[src/ame_pkg.sv]
// shared types and constants for the accumulator machine execute block
`default_nettype none
package ame_pkg;

  // field widths fixed by the instruction format
  localparam int OP_W         = 4;
  localparam int SLOT_FIELD_W = 4;
  localparam int DATA_W       = 32;
  localparam int PC_W         = 11;
  localparam int STATUS_W     = 2;
  localparam int ERR_W        = 2;

  // defaults for the top level parameters
  localparam int DEF_SYMBOL_SLOTS  = 16;
  localparam int DEF_PROGRAM_DEPTH = 1024;

  // configuration port
  localparam int APB_ADDR_W = 3;
  localparam int APB_DATA_W = 32;
  localparam logic [APB_ADDR_W-3:0] REG_PROGRAM_LENGTH = '0;

  // instruction codes
  typedef enum logic [OP_W-1:0] {
    OP_LDA  = 4'd0,
    OP_STA  = 4'd1,
    OP_ADD  = 4'd2,
    OP_SUB  = 4'd3,
    OP_J    = 4'd4,
    OP_COMP = 4'd5,
    OP_JEQ  = 4'd6,
    OP_JLT  = 4'd7,
    OP_JGT  = 4'd8,
    OP_RSUB = 4'd9,
    OP_END  = 4'd10
  } op_t;

  // compare status encodings (two bit signed)
  localparam logic [STATUS_W-1:0] ST_EQUAL   = 2'b00;
  localparam logic [STATUS_W-1:0] ST_GREATER = 2'b01;
  localparam logic [STATUS_W-1:0] ST_LESS    = 2'b11;

  // error codes
  localparam logic [ERR_W-1:0] ERR_NONE       = 2'd0;
  localparam logic [ERR_W-1:0] ERR_NO_OPERAND = 2'd1;
  localparam logic [ERR_W-1:0] ERR_BAD_TARGET = 2'd2;

  // one decoded instruction
  typedef struct packed {
    logic [OP_W-1:0]         operation;
    logic [SLOT_FIELD_W-1:0] operand_slot;
    logic [DATA_W-1:0]       literal_value;
    logic                    literal_valid;
  } item_t;

  // one execute result
  typedef struct packed {
    logic [PC_W-1:0]     next_pc;
    logic [DATA_W-1:0]   accumulator;
    logic [STATUS_W-1:0] compare_status;
    logic                halted;
    logic [ERR_W-1:0]    error_code;
  } result_t;

endpackage
`default_nettype wire

[src/accumulator_machine_execute.sv]
// Execute stage of a small accumulator machine: one decoded instruction per
// request, with accumulator, compare status, program counter, halt flag and
// a symbol store kept inside. A request is registered on entry, executed
// against the machine state, and its result is registered on exit, so a
// result passes through the input register and then the result register;
// one request can be accepted every cycle while result_stall does not hold
// the result register. The throughput is set by the loop from the
// accumulator and program counter registers through the execute logic back
// to themselves. The program length register sits at byte address 0 of the
// apb port; once halted, further requests return the held state.
`default_nettype none
module accumulator_machine_execute
  import ame_pkg::*;
#(
  parameter int SYMBOL_SLOTS  = DEF_SYMBOL_SLOTS,
  parameter int PROGRAM_DEPTH = DEF_PROGRAM_DEPTH
) (
  input  wire logic                    clk,
  input  wire logic                    rst,
  input  wire logic                    psel,
  input  wire logic                    penable,
  input  wire logic                    pwrite,
  input  wire logic [APB_ADDR_W-1:0]   paddr,
  input  wire logic [APB_DATA_W-1:0]   pwdata,
  output logic      [APB_DATA_W-1:0]   prdata,
  output logic                         pready,
  input  wire logic                    item_valid,
  output logic                         item_stall,
  input  wire logic [OP_W-1:0]         operation,
  input  wire logic [SLOT_FIELD_W-1:0] operand_slot,
  input  wire logic [DATA_W-1:0]       literal_value,
  input  wire logic                    literal_valid,
  output logic                         result_valid,
  input  wire logic                    result_stall,
  output logic      [PC_W-1:0]         next_pc,
  output logic      [DATA_W-1:0]       accumulator_out,
  output logic      [STATUS_W-1:0]     compare_status,
  output logic                         halted,
  output logic      [ERR_W-1:0]        error_code
);

  logic      [PC_W-1:0] program_length;
  logic                 in_vld;
  logic                 in_vld_next;
  item_t                in_item;
  logic                 out_vld;
  result_t              out_res;
  result_t              exec_res;
  logic                 advance;
  logic                 fire;
  logic                 item_accept;

  ame_cfg u_cfg (
    .clk            (clk),
    .rst            (rst),
    .psel           (psel),
    .penable        (penable),
    .pwrite         (pwrite),
    .paddr          (paddr),
    .pwdata         (pwdata),
    .prdata         (prdata),
    .pready         (pready),
    .program_length (program_length)
  );

  ame_core #(
    .SYMBOL_SLOTS  (SYMBOL_SLOTS),
    .PROGRAM_DEPTH (PROGRAM_DEPTH)
  ) u_core (
    .clk            (clk),
    .rst            (rst),
    .fire           (fire),
    .item           (in_item),
    .program_length (program_length),
    .result         (exec_res)
  );

  // pipeline control
  assign advance     = !out_vld || !result_stall;
  assign fire        = in_vld && advance;
  assign item_stall  = in_vld && !advance;
  assign item_accept = item_valid && !item_stall;

  always_comb begin
    in_vld_next = in_vld;
    if (item_accept) begin
      in_vld_next = 1'b1;
    end else if (advance) begin
      in_vld_next = 1'b0;
    end
  end

  // input register
  always_ff @(posedge clk) begin
    if (rst) begin
      in_vld <= 1'b0;
    end else begin
      in_vld <= in_vld_next;
    end
  end

  always_ff @(posedge clk) begin
    if (item_accept) begin
      in_item.operation     <= operation;
      in_item.operand_slot  <= operand_slot;
      in_item.literal_value <= literal_value;
      in_item.literal_valid <= literal_valid;
    end
  end

  // result register
  always_ff @(posedge clk) begin
    if (rst) begin
      out_vld <= 1'b0;
    end else if (advance) begin
      out_vld <= fire;
    end
  end

  always_ff @(posedge clk) begin
    if (fire) begin
      out_res <= exec_res;
    end
  end

  assign result_valid    = out_vld;
  assign next_pc         = out_res.next_pc;
  assign accumulator_out = out_res.accumulator;
  assign compare_status  = out_res.compare_status;
  assign halted          = out_res.halted;
  assign error_code      = out_res.error_code;

  // an empty input stage never holds off the sender
  a_no_stall_when_empty: assert property (@(posedge clk) disable iff (rst)
    !in_vld |-> !item_stall)
    else $error("input stalled with empty input register");

  // every error halts the machine
  a_error_halts: assert property (@(posedge clk) disable iff (rst)
    result_valid && (error_code != ERR_NONE) |-> halted)
    else $error("error reported without halt");

  // a running machine stays inside the program
  a_pc_in_range: assert property (@(posedge clk) disable iff (rst)
    result_valid && !halted |-> (next_pc < program_length))
    else $error("next pc past program length while running");

  // status is one of the three codes
  a_status_code: assert property (@(posedge clk) disable iff (rst)
    result_valid |-> (compare_status == ST_EQUAL) || (compare_status == ST_LESS) ||
                     (compare_status == ST_GREATER))
    else $error("bad compare status");

endmodule
`default_nettype wire

[src/ame_cfg.sv]
// apb register file holding the program length
`default_nettype none
module ame_cfg
  import ame_pkg::*;
(
  input  wire logic                  clk,
  input  wire logic                  rst,
  input  wire logic                  psel,
  input  wire logic                  penable,
  input  wire logic                  pwrite,
  input  wire logic [APB_ADDR_W-1:0] paddr,
  input  wire logic [APB_DATA_W-1:0] pwdata,
  output logic      [APB_DATA_W-1:0] prdata,
  output logic                       pready,
  output logic      [PC_W-1:0]       program_length
);

  logic hit;

  // register select from the word address
  assign hit    = (paddr[APB_ADDR_W-1:2] == REG_PROGRAM_LENGTH);
  assign pready = 1'b1;

  // write on the access phase
  always_ff @(posedge clk) begin
    if (rst) begin
      program_length <= '0;
    end else if (psel && penable && pwrite && hit) begin
      program_length <= pwdata[PC_W-1:0];
    end
  end

  // read back
  always_comb begin
    prdata = '0;
    if (hit) begin
      prdata = {{(APB_DATA_W-PC_W){1'b0}}, program_length};
    end
  end

endmodule
`default_nettype wire

[src/ame_core.sv]
// machine state, symbol store and combinational execute logic
`default_nettype none
module ame_core
  import ame_pkg::*;
#(
  parameter int SYMBOL_SLOTS  = DEF_SYMBOL_SLOTS,
  parameter int PROGRAM_DEPTH = DEF_PROGRAM_DEPTH
) (
  input  wire logic            clk,
  input  wire logic            rst,
  input  wire logic            fire,
  input  wire item_t           item,
  input  wire logic [PC_W-1:0] program_length,
  output result_t              result
);

  // only slots reachable by the operand field get storage
  localparam int FIELD_SLOTS = 2 ** SLOT_FIELD_W;
  localparam int STORE_DEPTH = (SYMBOL_SLOTS < FIELD_SLOTS) ? SYMBOL_SLOTS : FIELD_SLOTS;
  localparam int IDX_W       = $clog2(STORE_DEPTH);
  localparam logic [DATA_W-1:0] DEPTH_EXT = DATA_W'(PROGRAM_DEPTH);

  logic [DATA_W-1:0]   accumulator;
  logic [DATA_W-1:0]   accumulator_next;
  logic [STATUS_W-1:0] status_word;
  logic [STATUS_W-1:0] status_word_next;
  logic [PC_W-1:0]     program_counter;
  logic [PC_W-1:0]     program_counter_next;
  logic                stopped;
  logic                stopped_next;
  logic [DATA_W-1:0]   symbol_values [STORE_DEPTH];
  logic [STORE_DEPTH-1:0] symbol_valid;

  logic [IDX_W-1:0]  slot_idx;
  logic [PC_W-1:0]   len;
  logic [DATA_W-1:0] len_ext;
  logic              have_val;
  logic [DATA_W-1:0] val;
  logic              store_en;
  logic              advance;
  logic              jump;
  logic [DATA_W-1:0] target;
  logic [PC_W-1:0]   npc;
  logic [ERR_W-1:0]  err;

  // operand slot wrapped onto the store depth
  always_comb begin
    slot_idx = '0;
    for (int k = 0; k < FIELD_SLOTS; k++) begin
      if (item.operand_slot == SLOT_FIELD_W'(k)) begin
        slot_idx = IDX_W'(k % STORE_DEPTH);
      end
    end
  end

  // program length clamped to the program depth
  always_comb begin
    len_ext = {{(DATA_W-PC_W){1'b0}}, program_length};
    len     = (len_ext > DEPTH_EXT) ? DEPTH_EXT[PC_W-1:0] : program_length;
  end

  // operand: stored symbol first, then the literal
  always_comb begin
    have_val = 1'b0;
    val      = item.literal_value;
    if (symbol_valid[slot_idx]) begin
      have_val = 1'b1;
      val      = symbol_values[slot_idx];
    end else if (item.literal_valid) begin
      have_val = 1'b1;
    end
  end

  // execute
  always_comb begin
    accumulator_next     = accumulator;
    status_word_next     = status_word;
    program_counter_next = program_counter;
    stopped_next         = stopped;
    store_en             = 1'b0;
    advance              = 1'b0;
    jump                 = 1'b0;
    npc                  = program_counter;
    err                  = ERR_NONE;
    target               = {{(DATA_W-PC_W){1'b0}}, program_counter} + DATA_W'(1);

    if (stopped || (program_counter >= len)) begin
      stopped_next = 1'b1;
    end else begin
      case (op_t'(item.operation))
        OP_LDA, OP_ADD, OP_SUB, OP_COMP: begin
          if (!have_val) begin
            stopped_next = 1'b1;
            err          = ERR_NO_OPERAND;
          end else begin
            advance = 1'b1;
            case (op_t'(item.operation))
              OP_LDA: accumulator_next = val;
              OP_ADD: accumulator_next = accumulator + val;
              OP_SUB: accumulator_next = accumulator - val;
              default: begin
                if (accumulator == val) begin
                  status_word_next = ST_EQUAL;
                end else if ($signed(accumulator) < $signed(val)) begin
                  status_word_next = ST_LESS;
                end else begin
                  status_word_next = ST_GREATER;
                end
              end
            endcase
          end
        end
        OP_STA: begin
          store_en = 1'b1;
          advance  = 1'b1;
        end
        OP_J: begin
          advance = 1'b1;
          jump    = 1'b1;
        end
        OP_JEQ: begin
          advance = 1'b1;
          jump    = (status_word == ST_EQUAL);
        end
        OP_JLT: begin
          advance = 1'b1;
          jump    = (status_word == ST_LESS);
        end
        OP_JGT: begin
          advance = 1'b1;
          jump    = (status_word == ST_GREATER);
        end
        OP_RSUB, OP_END: begin
          stopped_next = 1'b1;
        end
        default: begin
          advance = 1'b1;
        end
      endcase

      // taken jump needs a positive literal target
      if (advance && jump) begin
        if (!item.literal_valid) begin
          advance      = 1'b0;
          stopped_next = 1'b1;
          err          = ERR_NO_OPERAND;
        end else if (item.literal_value[DATA_W-1] || (item.literal_value == '0)) begin
          advance      = 1'b0;
          stopped_next = 1'b1;
          err          = ERR_BAD_TARGET;
        end else begin
          target = item.literal_value - DATA_W'(1);
        end
      end

      // next program counter, halting past the end
      if (advance) begin
        if (target >= {{(DATA_W-PC_W){1'b0}}, len}) begin
          stopped_next         = 1'b1;
          program_counter_next = len;
        end else begin
          program_counter_next = target[PC_W-1:0];
        end
        npc = program_counter_next;
      end
    end
  end

  assign result.next_pc        = npc;
  assign result.accumulator    = accumulator_next;
  assign result.compare_status = status_word_next;
  assign result.halted         = stopped_next;
  assign result.error_code     = err;

  // machine state
  always_ff @(posedge clk) begin
    if (rst) begin
      accumulator     <= '0;
      status_word     <= ST_EQUAL;
      program_counter <= '0;
      stopped         <= 1'b0;
      symbol_valid    <= '0;
    end else if (fire) begin
      accumulator     <= accumulator_next;
      status_word     <= status_word_next;
      program_counter <= program_counter_next;
      stopped         <= stopped_next;
      if (store_en) begin
        symbol_valid[slot_idx] <= 1'b1;
      end
    end
  end

  // symbol values, no reset
  always_ff @(posedge clk) begin
    if (fire && store_en) begin
      symbol_values[slot_idx] <= accumulator;
    end
  end

endmodule
`default_nettype wire
[config.mk]
export PLATFORM = sky130hd
export DESIGN_NAME = accumulator_machine_execute
export DESIGN_NICKNAME = d
export VERILOG_FILES = /design/src/ame_pkg.sv /design/src/accumulator_machine_execute.sv /design/src/ame_cfg.sv /design/src/ame_core.sv
export SDC_FILE = /design/constraint.sdc
export NUM_CORES = 1
export LEC_CHECK = 0
export ABC_AREA = 1
export BUFFER_PORTS_ARGS = -buffer_cell sky130_fd_sc_hd__buf_2
export CAP_MARGIN = 20
export CORE_MARGIN = 2
export CORE_UTILIZATION = 54
export DETAILED_ROUTE_END_ITERATION = 10
export MAX_ROUTING_LAYER = met4
export PLACE_DENSITY = 0.72
export SYNTH_ARGS = -nofsm -noshare
export SYNTH_HDL_FRONTEND = slang
export SYNTH_SLANG_ARGS = --single-unit
[constraint.sdc]
create_clock -name clk -period 12.84 [get_ports clk]
set_clock_uncertainty 0.2 [all_clocks]
set_input_delay 2.568 -clock clk [delete_from_list [all_inputs] [get_ports clk]]
set_output_delay 2.568 -clock clk [all_outputs]
set_load 0.005 [all_outputs]
==> impl_metrics.json <==
{
  "status": "finished clean",
  "place_hpwl_um": 62700,
  "vias": 24000,
  "die_h_um": 246,
  "timing.critical_path.mode_cell": "nand2_1",
  "whs_ns": 0.273,
  "crit_required_ns": 13.01,
  "setup_tns_ns": 0,
  "worst-path-buf-inv": 5,
  "period_share": 0.478,
  "clock_sinks": 676,
  "min_period_ns": 6.14,
  "grtUsageTotal": 0.321,
  "dp_cells": 3799,
  "fmax_mhz": 163,
  "drt_pass1_iterations": 6,
  "worstMarginPinSlew_ns": 1.02,
  "avgRoutedWirePerCell_um": 24.1,
  "r2r_slack_ns": 6.70,
  "path_class": "register to register",
  "overflow": 0,
  "drt-initial-drc-count": 2756,
  "port_buffers": 120,
  "yosysMostFrequentCell": "edfxtp_1",
  "cts_resized": 0,
  "synth_top_area_frac": 0.570,
  "synthTopCellsByArea": "edfxtp_1 (57%), o22ai_1 (5.3%), o21ai_0 (4.9%), nand2_1 (4.8%), dfxtp_1 (4.7%)",
  "ff2ff_path_depth": 25,
  "peakVddDrop_mv": 0.0959,
  "worst-path-stages": 25,
  "setup_slack_ns": 6.70,
  "hold_violations": 0,
  "placementRows": 88,
  "routabilityCongestion": 0.980,
  "synthArstFlopShare": 0,
  "grt_max_degree": 73,
  "cp_slowest_cell": "buf_4",
  "routed_wl_um": 94800,
  "slowest_delay_ns": 0.82,
  "nNetsFinal": 3287,
  "synth-seq-area-share": 0.617,
  "cts_buffer_depth": 3,
  "synth_edf_count": 601,
  "grt_pass1_wl_um": 140000,
  "hold_buffers": 0,
  "antenna_left": 0,
  "vias_per_cell": 6.11,
  "antenna_found_initial": 3,
  "coreArea_um2": 57800,
  "drv_slew": 0,
  "reg2reg_to": "accumulator_out[25]",
  "p_leak_nw": 13.5,
  "cts_root_buf": "clkbuf_16",
  "avgSynthCellArea_um2": 10.5,
  "arrival_ns": 6.31,
  "slew_headroom": 0.321,
  "endpoint": "accumulator_out[25]",
  "cts_buffers": 71,
  "critPathLaunch": "in_item[33]",
  "ys_warn_count": 0,
  "cp-end-kind": "register",
  "post_cts_buffers": 0,
  "cap_violations": 0,
  "die-width_um": 246,
  "dp_slack_ns": 6.72,
  "drive_gt1_frac": 0.113,
  "rsz0062_at_grt": "no",
  "power_density_nw_per_um2": 151,
  "yosysTopAreaCell": "edfxtp_1",
  "clkLatencyLatePin_ns": 0.62,
  "initial_core_util": 0.548,
  "h-tree-depth": 3,
  "synth-seq-cells": 676,
  "path_delay_family": "simple AND/OR/NAND/NOR gates",
  "die-area_um2": 60600,
  "syn_inst": 3018,
  "synth_ff_type": "edfxtp_1",
  "cp-start-kind": "register",
  "grt_pass1_vias": 23200,
  "cts.clk_slew.worst_paths_ns": 0.06,
  "fin_cells": 3929,
  "setup_viol": 0,
  "synth_common_cells": "edfxtp_1 (601), nand2_1 (407), o21ai_0 (308)",
  "io_pins": 166,
  "hold_path_class": "register to register",
  "cts_tree": "done",
  "syn2layout_area_growth_pct": 11.5,
  "drc": 0,
  "r2r-start": "in_item[33]",
  "netlist_area_um2": 31700,
  "synth_cell_types": 45,
  "critPathMaxFanout": 72
}
[layout make-up]
class	count	area, µm²
Multi-Input combinational cell	1908	10400
Clock buffer	89	1900
Timing Repair Buffer	152	841
Sequential cell	676	19500
Fill cell	4610	22500
Tap cell	765	957
Antenna cell	1	2.50
Clock inverter	40	503
Inverter	298	1120
[placed cells by master, fill, tap and decap left out, types with 13 or more instances in the layout]
master,n
buf_2,120
nor2_4,24
buf_4,32
nor2_2,17
clkbuf_16,73
inv_1,291
o21ai_0,308
nand3_1,125
nand2_2,14
clkbuf_1,15
edfxtp_1,601
nand2_1,407
o22ai_1,267
o21bai_1,13
nand4_1,70
nor3_1,18
nor2_1,216
conb_1,22
ha_1,95
or2_2,22
dfxtp_1,75
a21oi_1,195
[kinds of logic after synthesis]
family / share of synthesized area
adder cells (fa/ha/maj): 0.0388
AND/OR/NAND/NOR: 0.132
buffers and inverters: 0.0606
other: 0.000237
XOR/XNOR: 0.00387
flip-flops: 0.617
AO/OA/AOI/OAI: 0.147
[registers in the layout, indices dropped and copies added (netlist names)]
| register | flops |
|---|---|
| accumulator_out | 32 |
| compare_status | 2 |
| error_code | 2 |
| halted | 1 |
| in_item | 41 |
| in_vld | 1 |
| next_pc | 11 |
| result_valid | 1 |
| u_cfg.program_length | 11 |
| u_core.accumulator | 32 |
| u_core.program_counter | 11 |
| u_core.status_word | 2 |
| u_core.stopped | 1 |
| u_core.symbol_valid | 16 |
| u_core.symbol_values | 512 |
[through the flow]
stage | instance area [µm²] | power (mW) | util
detailed placement | 32900 | 3.26 | 0.569
global route | 35300 | 5.52 | 0.610
floorplan | 31700 | 3.02 | -
CTS | 35300 | 5.34 | 0.610
global placement | 32900 | 3.25 | 0.569
finish | 35300 | 5.34 | 0.610
[report_power, final]
part	switching (mW)	internal, mW	leakage, nW
combinational	0.511	0.204	6.14
sequential	0.0735	2.45	6.16
clock	0.859	1.24	1.16
[routing by layer]
| layer | part of all wire | vias up | global-route usage | wire length, µm |
|---|---|---|---|---|
| li1 | - | 11000 | - | - |
| met1 | 0.41 | 11600 | 0.431 | 39000 |
| met2 | 0.46 | 1227 | 0.493 | 43500 |
| met3 | 0.091 | 198 | 0.0524 | 8620 |
| met4 | 0.039 | 0 | 0.124 | 3690 |
| met5 | 0 | - | - | 0 |
[worst register-to-register path: cells and delay by family, from the launching register on]
family                     cells  cell delay (ns)
AOI/OAI and AO/OA              4             1.14
adders and majority gates      1             0.33
buffers and inverters          5             1.72
DFF                            1             0.44
and+or+nand+nor               15             2.08
[how the worst min path moves through the flow]
stage / to / cells after the start / start
floorplan: u_core.symbol_valid[0] / 2 / u_core.symbol_valid[0]
global placement: u_core.symbol_valid[7] / 2 / u_core.symbol_valid[7]
detailed placement: u_core.symbol_valid[14] / 2 / u_core.symbol_valid[14]
CTS: u_core.symbol_valid[14] / 2 / u_core.symbol_valid[14]
global route: u_core.symbol_valid[12] / 2 / u_core.symbol_valid[12]
finish: u_core.symbol_valid[9] / 2 / u_core.symbol_valid[9]
Power figures use the tool's default switching activity.
